$ cat src/hw/rtl/pdgm_pkg.sv
// ----------------------------------------------------------------------------
// pdgm_pkg
// Shared types, constants and saturation helpers for the PCM decode, gain,
// pan and mix block.
// ----------------------------------------------------------------------------
`default_nettype none

package pdgm_pkg;

  localparam int unsigned QUEUE_DEPTH = 2;

  localparam logic [15:0] PAN_COEF_RESET = 16'd23170;

  localparam int unsigned ACC_W  = 40;
  localparam int unsigned SUM_W  = ACC_W + 1;
  localparam int unsigned MG_W   = 48;
  localparam int unsigned PROD_W = 64;
  localparam int unsigned RND_SH = 27;

  typedef enum logic [1:0] {
    FMT_PCM16   = 2'd0,
    FMT_PCM24   = 2'd1,
    FMT_PCM32   = 2'd2,
    FMT_FLOAT32 = 2'd3
  } fmt_e;

  typedef enum logic {
    CFG_PAN_LEFT  = 1'b0,
    CFG_PAN_RIGHT = 1'b1
  } cfg_idx_e;

  // decoded track sample in sign/magnitude form
  typedef struct packed {
    logic        neg;
    logic [31:0] mag;
    logic [15:0] gain;
    logic        last;
  } item_t;

  function automatic logic [ACC_W-1:0] sat_acc(input logic signed [SUM_W-1:0] v);
    logic [ACC_W-1:0] r;
    if (v[SUM_W-1] != v[SUM_W-2]) begin
      r = v[SUM_W-1] ? {1'b1, {(ACC_W-1){1'b0}}} : {1'b0, {(ACC_W-1){1'b1}}};
    end else begin
      r = v[ACC_W-1:0];
    end
    return r;
  endfunction

  function automatic logic [31:0] sat_q31(input logic signed [SUM_W-1:0] v);
    logic [31:0] r;
    if ((&v[SUM_W-1:31]) || !(|v[SUM_W-1:31])) begin
      r = v[31:0];
    end else begin
      r = v[SUM_W-1] ? 32'h8000_0000 : 32'h7FFF_FFFF;
    end
    return r;
  endfunction

endpackage

`default_nettype wire

$ cat src/hw/rtl/pdgm_fifo.sv
// ----------------------------------------------------------------------------
// pdgm_fifo
// Short item queue between the decode front and the mix back end.
// ----------------------------------------------------------------------------
`default_nettype none

module pdgm_fifo
  import pdgm_pkg::*;
#(
  parameter int unsigned Depth = QUEUE_DEPTH
) (
  input  wire   clk_i,
  input  wire   rst_ni,
  input  wire   push_i,
  input  item_t item_i,
  output logic  full_o,
  input  wire   pop_i,
  output item_t item_o,
  output logic  vld_o
);

  localparam int unsigned PtrW = $clog2(Depth);
  localparam int unsigned CntW = $clog2(Depth + 1);

  item_t            mem_q [Depth];
  logic [PtrW-1:0]  wr_ptr_q, wr_ptr_d;
  logic [PtrW-1:0]  rd_ptr_q, rd_ptr_d;
  logic [CntW-1:0]  cnt_q, cnt_d;

  function automatic logic [PtrW-1:0] nxt(input logic [PtrW-1:0] p);
    return (p == PtrW'(Depth - 1)) ? '0 : p + PtrW'(1);
  endfunction

  assign full_o = (cnt_q == CntW'(Depth));
  assign vld_o  = (cnt_q != '0);
  assign item_o = mem_q[rd_ptr_q];

  always_comb begin
    wr_ptr_d = push_i ? nxt(wr_ptr_q) : wr_ptr_q;
    rd_ptr_d = pop_i ? nxt(rd_ptr_q) : rd_ptr_q;
    cnt_d    = cnt_q;
    if (push_i && !pop_i) begin
      cnt_d = cnt_q + CntW'(1);
    end else if (!push_i && pop_i) begin
      cnt_d = cnt_q - CntW'(1);
    end
  end

  always_ff @(posedge clk_i or negedge rst_ni) begin
    if (!rst_ni) begin
      wr_ptr_q <= '0;
      rd_ptr_q <= '0;
      cnt_q    <= '0;
    end else begin
      wr_ptr_q <= wr_ptr_d;
      rd_ptr_q <= rd_ptr_d;
      cnt_q    <= cnt_d;
    end
  end

  always_ff @(posedge clk_i) begin
    if (push_i) begin
      mem_q[wr_ptr_q] <= item_i;
    end
  end

endmodule

`default_nettype wire

$ cat src/hw/rtl/pdgm_front.sv
// ----------------------------------------------------------------------------
// pdgm_front
// Input side: accepts items and decodes PCM16/24/32 and float32 samples to
// Q1.31 sign/magnitude.
// ----------------------------------------------------------------------------
`default_nettype none

module pdgm_front
  import pdgm_pkg::*;
(
  input  wire         in_valid_i,
  output logic        in_stall_o,
  input  wire  [1:0]  sample_format_i,
  input  wire  [31:0] raw_sample_i,
  input  wire  [15:0] track_gain_i,
  input  wire         last_track_i,
  input  wire         full_i,
  output logic        push_o,
  output item_t       item_o
);

  logic        neg;
  logic [31:0] mag;
  logic [31:0] pcm;
  logic [7:0]  ex;
  logic [22:0] man;
  logic [23:0] man1;
  logic [7:0]  lsh;
  logic [7:0]  rsh;

  assign in_stall_o = full_i;
  assign push_o     = in_valid_i && !full_i;

  always_comb begin
    ex   = raw_sample_i[30:23];
    man  = raw_sample_i[22:0];
    man1 = {1'b1, man};
    lsh  = ex - 8'd119;
    rsh  = 8'd119 - ex;
    pcm  = raw_sample_i;
    neg  = 1'b0;
    mag  = '0;
    unique case (fmt_e'(sample_format_i))
      FMT_PCM16: pcm = {raw_sample_i[15:0], 16'h0000};
      FMT_PCM24: pcm = {raw_sample_i[23:0], 8'h00};
      FMT_PCM32: pcm = raw_sample_i;
      FMT_FLOAT32: pcm = raw_sample_i;
      default: pcm = raw_sample_i;
    endcase
    if (fmt_e'(sample_format_i) == FMT_FLOAT32) begin
      neg = raw_sample_i[31];
      if (ex == 8'hFF) begin
        if (man != '0) begin
          neg = 1'b0;
          mag = '0;
        end else begin
          mag = neg ? 32'h8000_0000 : 32'h7FFF_FFFF;
        end
      end else if (ex == 8'h00) begin
        mag = '0;
      end else if (ex >= 8'd127) begin
        mag = neg ? 32'h8000_0000 : 32'h7FFF_FFFF;
      end else if (ex >= 8'd119) begin
        mag = {8'h00, man1} << lsh[2:0];
      end else if (ex >= 8'd95) begin
        mag = {8'h00, man1 >> rsh[4:0]};
      end else begin
        mag = '0;
      end
    end else begin
      neg = pcm[31];
      mag = pcm[31] ? (~pcm + 32'd1) : pcm;
    end
  end

  always_comb begin
    item_o.neg  = neg;
    item_o.mag  = mag;
    item_o.gain = track_gain_i;
    item_o.last = last_track_i;
  end

endmodule

`default_nettype wire

$ cat src/hw/rtl/pdgm_back.sv
// ----------------------------------------------------------------------------
// pdgm_back
// Mix side: gain multiply, shared pan multiply for left then right, rounding,
// saturating accumulate and frame output register.
// ----------------------------------------------------------------------------
`default_nettype none

module pdgm_back
  import pdgm_pkg::*;
(
  input  wire         clk_i,
  input  wire         rst_ni,
  input  wire         q_vld_i,
  input  item_t       q_item_i,
  output logic        pop_o,
  input  wire  [15:0] coef_l_i,
  input  wire  [15:0] coef_r_i,
  output logic        out_valid_o,
  input  wire         out_stall_i,
  output logic [31:0] mix_left_o,
  output logic [31:0] mix_right_o
);

  // gain stage
  logic             m_vld_q, m_vld_d;
  logic             m_half_q, m_half_d;
  logic             m_neg_q, m_neg_d;
  logic             m_last_q, m_last_d;
  logic [MG_W-1:0]  mg_q, mg_d;
  // pan product stage
  logic              p_vld_q, p_vld_d;
  logic              p_right_q, p_right_d;
  logic              p_neg_q, p_neg_d;
  logic              p_last_q, p_last_d;
  logic [PROD_W-1:0] p_q, p_d;
  // accumulators and output
  logic [ACC_W-1:0]  acc_l_q, acc_l_d;
  logic [ACC_W-1:0]  acc_r_q, acc_r_d;
  logic              out_vld_q, out_vld_d;
  logic [31:0]       mix_l_q, mix_l_d;
  logic [31:0]       mix_r_q, mix_r_d;

  logic                     en;
  logic                     emit;
  logic [PROD_W-1:0]        p_rnd;
  logic [PROD_W-RND_SH-1:0] r;
  logic signed [PROD_W-RND_SH:0] c;
  logic signed [ACC_W-1:0]  acc_sel;
  logic signed [SUM_W-1:0]  sum;
  logic [15:0]              coef;

  assign emit  = p_vld_q && p_right_q && p_last_q;
  assign en    = !(emit && out_vld_q && out_stall_i);
  assign pop_o = en && q_vld_i && (!m_vld_q || m_half_q);

  assign out_valid_o = out_vld_q;
  assign mix_left_o  = mix_l_q;
  assign mix_right_o = mix_r_q;

  always_comb begin
    coef    = m_half_q ? coef_r_i : coef_l_i;
    p_rnd   = p_q + (PROD_W'(1) << (RND_SH - 1));
    r       = p_rnd[PROD_W-1:RND_SH];
    c       = p_neg_q ? -$signed({1'b0, r}) : $signed({1'b0, r});
    acc_sel = p_right_q ? $signed(acc_r_q) : $signed(acc_l_q);
    sum     = SUM_W'(acc_sel) + SUM_W'(c);
  end

  always_comb begin
    m_vld_d   = m_vld_q;
    m_half_d  = m_half_q;
    m_neg_d   = m_neg_q;
    m_last_d  = m_last_q;
    mg_d      = mg_q;
    p_vld_d   = p_vld_q;
    p_right_d = p_right_q;
    p_neg_d   = p_neg_q;
    p_last_d  = p_last_q;
    p_d       = p_q;
    acc_l_d   = acc_l_q;
    acc_r_d   = acc_r_q;
    mix_l_d   = mix_l_q;
    mix_r_d   = mix_r_q;
    out_vld_d = out_vld_q && out_stall_i;
    if (en) begin
      p_vld_d   = m_vld_q;
      p_right_d = m_half_q;
      p_neg_d   = m_neg_q;
      p_last_d  = m_last_q;
      p_d       = {16'h0000, mg_q} * {48'h0, coef};
      if (m_vld_q && !m_half_q) begin
        m_half_d = 1'b1;
      end else begin
        m_vld_d  = q_vld_i;
        m_half_d = 1'b0;
        m_neg_d  = q_item_i.neg;
        m_last_d = q_item_i.last;
        mg_d     = {16'h0000, q_item_i.mag} * {32'h0, q_item_i.gain};
      end
      if (p_vld_q) begin
        if (p_right_q) begin
          acc_r_d = sat_acc(sum);
        end else begin
          acc_l_d = sat_acc(sum);
        end
      end
      if (emit) begin
        out_vld_d = 1'b1;
        mix_l_d   = sat_q31(SUM_W'($signed(acc_l_q)));
        mix_r_d   = sat_q31(sum);
        acc_l_d   = '0;
        acc_r_d   = '0;
      end
    end
  end

  always_ff @(posedge clk_i or negedge rst_ni) begin
    if (!rst_ni) begin
      m_vld_q   <= 1'b0;
      m_half_q  <= 1'b0;
      p_vld_q   <= 1'b0;
      out_vld_q <= 1'b0;
      acc_l_q   <= '0;
      acc_r_q   <= '0;
    end else begin
      m_vld_q   <= m_vld_d;
      m_half_q  <= m_half_d;
      p_vld_q   <= p_vld_d;
      out_vld_q <= out_vld_d;
      acc_l_q   <= acc_l_d;
      acc_r_q   <= acc_r_d;
    end
  end

  always_ff @(posedge clk_i) begin
    m_neg_q   <= m_neg_d;
    m_last_q  <= m_last_d;
    mg_q      <= mg_d;
    p_right_q <= p_right_d;
    p_neg_q   <= p_neg_d;
    p_last_q  <= p_last_d;
    p_q       <= p_d;
    mix_l_q   <= mix_l_d;
    mix_r_q   <= mix_r_d;
  end

endmodule

`default_nettype wire

$ cat src/hw/rtl/pcm_decode_gain_pan_mixer.sv
// ----------------------------------------------------------------------------
// pcm_decode_gain_pan_mixer
// Multitrack mixer: decodes one track sample per item, applies track gain and
// equal-power pan, and emits a saturated stereo mix on the last track.
//
//   channel   direction   handshake                      payload
//   in        sink        in_valid_i / in_stall_o        format, raw, gain, last
//   out       source      out_valid_o / out_stall_i      mix_left, mix_right
//   cfg       sink        cfg_we_i (no wait)             cfg_idx_i, cfg_wdata_i
//
// Items pass the gain, pan product and accumulator/output registers; the
// shared pan multiplier makes the left, then the right product, so the next
// item is popped only once the current one is on its right product. Reset
// sets both pan coefficients to 23170 and clears the accumulators. A waiting
// result only holds the back end when another frame ends; the queue fills.
// ----------------------------------------------------------------------------
`default_nettype none

module pcm_decode_gain_pan_mixer
  import pdgm_pkg::*;
#(
  parameter int unsigned QueueDepth = QUEUE_DEPTH
) (
  input  wire         clk_i,
  input  wire         rst_ni,
  input  wire         in_valid_i,
  output logic        in_stall_o,
  input  wire  [1:0]  sample_format_i,
  input  wire  [31:0] raw_sample_i,
  input  wire  [15:0] track_gain_i,
  input  wire         last_track_i,
  output logic        out_valid_o,
  input  wire         out_stall_i,
  output logic signed [31:0] mix_left_o,
  output logic signed [31:0] mix_right_o,
  input  wire         cfg_we_i,
  input  wire         cfg_idx_i,
  input  wire  [15:0] cfg_wdata_i
);

  logic [15:0] coef_l_q;
  logic [15:0] coef_r_q;
  logic        push;
  logic        full;
  logic        pop;
  logic        q_vld;
  item_t       fr_item;
  item_t       q_item;
  logic [31:0] mix_l;
  logic [31:0] mix_r;

  always_ff @(posedge clk_i or negedge rst_ni) begin
    if (!rst_ni) begin
      coef_l_q <= PAN_COEF_RESET;
      coef_r_q <= PAN_COEF_RESET;
    end else if (cfg_we_i) begin
      unique case (cfg_idx_e'(cfg_idx_i))
        CFG_PAN_LEFT:  coef_l_q <= cfg_wdata_i;
        CFG_PAN_RIGHT: coef_r_q <= cfg_wdata_i;
        default: ;
      endcase
    end
  end

  pdgm_front u_front (
    .in_valid_i      (in_valid_i),
    .in_stall_o      (in_stall_o),
    .sample_format_i (sample_format_i),
    .raw_sample_i    (raw_sample_i),
    .track_gain_i    (track_gain_i),
    .last_track_i    (last_track_i),
    .full_i          (full),
    .push_o          (push),
    .item_o          (fr_item)
  );

  pdgm_fifo #(
    .Depth (QueueDepth)
  ) u_fifo (
    .clk_i  (clk_i),
    .rst_ni (rst_ni),
    .push_i (push),
    .item_i (fr_item),
    .full_o (full),
    .pop_i  (pop),
    .item_o (q_item),
    .vld_o  (q_vld)
  );

  pdgm_back u_back (
    .clk_i       (clk_i),
    .rst_ni      (rst_ni),
    .q_vld_i     (q_vld),
    .q_item_i    (q_item),
    .pop_o       (pop),
    .coef_l_i    (coef_l_q),
    .coef_r_i    (coef_r_q),
    .out_valid_o (out_valid_o),
    .out_stall_i (out_stall_i),
    .mix_left_o  (mix_l),
    .mix_right_o (mix_r)
  );

  assign mix_left_o  = $signed(mix_l);
  assign mix_right_o = $signed(mix_r);

endmodule

`default_nettype wire
$ cat config.mk
export PLATFORM = sky130hd
export DESIGN_NAME = pcm_decode_gain_pan_mixer
export DESIGN_NICKNAME = d
export VERILOG_FILES = /design/src/hw/rtl/pdgm_pkg.sv /design/src/hw/rtl/pdgm_fifo.sv /design/src/hw/rtl/pdgm_front.sv /design/src/hw/rtl/pdgm_back.sv /design/src/hw/rtl/pcm_decode_gain_pan_mixer.sv
export SDC_FILE = /design/constraint.sdc
export NUM_CORES = 2
export LEC_CHECK = 0
export BUFFER_PORTS_ARGS = -buffer_cell sky130_fd_sc_hd__buf_2
export CAP_MARGIN = 20
export CORE_UTILIZATION = 40
export DETAILED_ROUTE_END_ITERATION = 16
export SLEW_MARGIN = 20
export SYNTH_ARGS = -nofsm -noshare
export SYNTH_HDL_FRONTEND = slang
export SYNTH_HIERARCHICAL = 1
export SYNTH_SLANG_ARGS = --single-unit
$ cat constraint.sdc
create_clock -name clk_i -period 7.85 [get_ports clk_i]
set_clock_uncertainty 0.2 [all_clocks]
set_input_delay 1.1775 -clock clk_i [delete_from_list [all_inputs] [get_ports clk_i]]
set_output_delay 1.1775 -clock clk_i [all_outputs]
set_load 0.05 [all_outputs]
==> impl_metrics.csv <==
group,metric,value,unit
status,run_status,"completed",
drt,final_antenna_net_count,0,
synthesis,ys_seq_area_frac,0.1704,
drt,wl_met3,11.34,mm
critical_path,critical-path-slowest-cell,"fa_1",
critical_path,worstSetupPathType,"flip-flop to flip-flop",
global_routing,antenna_found_initial,1,
floorplanning,die_w,397.7,um
global_routing,gr-total-overflow,0,
final_layout,drive_gt1_frac,0.1149,
timing,timing.fmax,0.1311,GHz
synthesis,synth_top_area_cell,"fa_1",
hold_path,holdPathStages,2,
synthesis,synth_nets,8170,
critical_path,cp_slowest_stage_delay,0.56,ns
placement,gp_congestion,0.9337,
hold_path,min_path_type,"flip-flop to flip-flop",
timing,period_needed,7.628,ns
drt,wl,176.6,mm
critical_path,path_cells,"buf_12, buf_8, mux2_4, and2_1, fa_1, fa_1, fa_1, fa_1, fa_1, inv_1, fa_1, inv_1, ha_1, a21o_1, or3_1, o31ai_4, o21ai_1, a31o_1, a221o_1, a221o_1, a21oi_1, xnor2_1",
clock_tree,clock_latency,0.65,ns
clock_tree,numCtsBuffers,43,
global_routing,grt_pass1_wl,278.8,mm
synthesis,ys.flop_type,"edfxtp_1",
timing,setup_ws,0.2215,ns
critical_path,reg2reg_depth,22,
placement,port_buffers,138,
clock_tree,clk_pin_slew_worst_paths,0.06,ns
synthesis,synth.top_cells.by_area,"fa_1 (34%), edfxtp_1 (12%), inv_1 (7.0%), nand2_1 (6.8%), ha_1 (6.1%)",
synthesis,async_flop_share,0.3200,
critical_path,required,8.04,ns
floorplanning,io_pins,139,
clock_tree,cts_sinks,375,
final_layout,antenna_cells,0,
timing,tightest_slew,1.017,ns
drt,wl_met1,78.00,mm
flow_run,drv_cap,0,
synthesis,synth_enable_flop_cells,255,
timing,hold_viol,0,
drt,via_per_inst,5.325,
clock_tree,clock_path_buffers,3,
timing,final_max_slew_viol_count,0,
floorplanning,core,154800,um^2
timing,setup_violations,0,
timing,period_share,0.9718,
synthesis,yosys_warnings,6,
synthesis,yosysUniqueCellTypes,118,
synthesis,synth.top_cell.area_share,0.3388,
floorplanning,rows,144,
global_routing,grt_max_degree,76,
critical_path,cp_common_cell,"fa_1",
timing,slew_headroom,0.3146,
synthesis,syn_area,62640,um^2
drt,routedWlPerCell,19.96,um
critical_path,cp_max_fo,11,
placement,dp_hpwl,136.0,mm
drt,drtIter0Drc,3374,
drt,first_pass_iters,5,
floorplanning,start_util,0.4047,
clock_tree,cts_max_level,2,
critical_path,end_kind,"flip-flop",
critical_path,start_kind,"flip-flop",
drt,dr_total_vias,47120,
global_routing,grt_use_total,0.2219,
floorplanning,die_h,397.7,um
timing,rsz0062_at_grt,"yes",
floorplanning,die-area,158200,um^2
clock_tree,clockRootBuffer,"clkbuf_16",
placement,place_ws,0.01975,ns
final_layout,syn_to_final_growth,8.533,%
final_layout,finalNonFillerCells,8848,
synthesis,synth-seq-cells,375,
final_layout,nNetsFinal,8205,
critical_path,crit_arrival,7.82,ns
drt,routed-wl-met2,82.63,mm
drt,highest_layer,"met4",
placement,dp_cells,8741,
clock_tree,ctsHoldBuffers,0,
drt,drc_errors,0,
synthesis,synth_cells,6734,
critical_path,rrSetupSlack,0.22,ns
clock_tree,cts_tree,"done",
global_routing,grt_pass1_vias,49590,
synthesis,avgSynthCellArea,9.302,um^2
-- cells in the mapped netlist, types with 9 or more instances --
library cell  number
a211oi_1          18
a21o_1           100
a21oi_1          223
a221o_1            9
a221oi_1          15
a22oi_1           10
a31oi_1           25
and2_1           457
and3_1            33
and4_1            11
buf_1             17
buf_2             31
buf_4             22
clkbuf_1         312
dfrtp_1          108
dfstp_2           12
edfxtp_1         255
fa_1            1060
ha_1             303
inv_1           1175
mux2_2           110
mux2_4            61
mux2i_1           72
mux4_2            22
nand2_1         1127
nand2b_1          23
nand3_1           79
nand4_1           34
nor2_1           165
nor2b_1           24
nor3_1            37
nor4_1            17
o211ai_1          15
o21a_1            18
o21ai_0          206
o21ai_1           23
o21ai_2           30
o21bai_1          25
o221ai_1          11
o22ai_1           10
o31ai_1           22
or2_2             10
or3_1             14
xnor2_1          142
xor2_1            73
-- cells in the final DEF, fill, tap and decap left out, drive strengths merged, types with 15 or more instances in the layout --
cell type and count:
a211oi 21, a21o 100, a21oi 224, a221oi 17, a31oi 26, and2 457
and3 33, buf 379, clkbuf 57, dfrtp 108, edfxtp 255, fa 1060
ha 303, inv 1184, mux2 180, mux2i 73, mux4 22, nand2 1130
nand2b 24, nand3 83, nand4 36, nor2 166, nor2b 25, nor3 42
nor4 22, o211ai 16, o21a 18, o21ai 259, o21bai 26, o31ai 25
or3 15, xnor2 143, xor2 73
-- flip-flops by register name, indices dropped and copies added, names as in the netlist, 2 cells and up --
signal and cells:
u_back/mix_right_o 32, u_back/p_q 38, coef_l_q 16, u_back/mix_left_o 32, u_back/mg_q 48, u_fifo/mem_q 100, u_back/acc_l_q 40, u_fifo/cnt_q 2
u_back/acc_r_q 40, coef_r_q 16
-- layout make-up --
type                       instances  area [um^2]
fill                           14950        86790
multi-input combinational       4791        46090
sequential                       375        10680
inverter                        1178         4422
timing repair buffer             380         2786
tap                             2044         2557
clock buffer                      56         1135
clock inverter                    24        320.3
-- what timing repair did --
item	CTS	global route
pin swaps	0	11
endpoints found under the setup margin	3	55
hold endpoints to repair	0	0
gates resized for setup	1	46
buffers inserted	0	18
gates cloned	0	9
-- path summary, 6_finish.rpt --
| kind | from | endpoint |
|---|---|---|
| setup / recovery | u_fifo/rd_ptr_q | u_back/mg_q[47] |
| hold / removal | u_back/acc_r_q[36] | u_back/acc_r_q[36] |
| setup reg to reg | u_fifo/rd_ptr_q | u_back/mg_q[47] |
| hold reg to reg | u_back/acc_r_q[36] | u_back/acc_r_q[36] |
| max in group asynchronous | rst_ni | u_back/acc_l_q[17] |
| min in group asynchronous | rst_ni | coef_r_q[2] |
-- stage by stage --
| stage | utilization | TNS, ns | hold WS, ns | cell area [um^2] |
|---|---|---|---|---|
| 6_report | 0.4393 | 0 | 0.2757 | 67980 |
| 5_1_grt | 0.4393 | -0.005860 | 0.3063 | 67980 |
| 4_1_cts | 0.4361 | 0 | 0.2791 | 67500 |
| 3_5_place_dp | 0.4267 | 0 | 0.2651 | 66040 |
| 3_3_place_gp | 0.4267 | 0 | 0.2552 | 66040 |
| 2_1_floorplan | - | 0 | 0.2003 | 62640 |
-- worst max-delay path: cells and delay by family, from the launching register on --
kind	cells	cell delay (ns)
muxes	1	0.40
buffers and inverters	4	0.48
adders and majority gates	7	3.33
DFF	1	0.53
AOI/OAI and AO/OA	7	1.79
xor gates and xnor gates	1	0.08
and+or+nand+nor	2	0.57
-- routing by layer --
layer | track usage | up-vias
met2 | 0.3659 | 1598
met4 | 0.05611 | 0
li1 | - | 21260
met3 | 0.03293 | 263
met1 | 0.3052 | 24000
met5 | 0 | -
-- logic make-up (layout without fill, tap and decap cells) --
logic type / after synthesis / in the layout / synth area share
buffers and inverters: 1576 / 1638 / 0.09918
DFF: 375 / 375 / 0.1704
muxes: 267 / 275 / 0.05421
AOI/OAI and AO/OA: 855 / 855 / 0.08889
and+or+nand+nor: 2082 / 2082 / 0.1577
xor gates and xnor gates: 216 / 216 / 0.03032
adders and majority gates: 1363 / 1363 / 0.3993
Power is left out: the tool's default activity adds up to more than one toggle a clock period on the data nets, which glitch-free logic cannot reach.
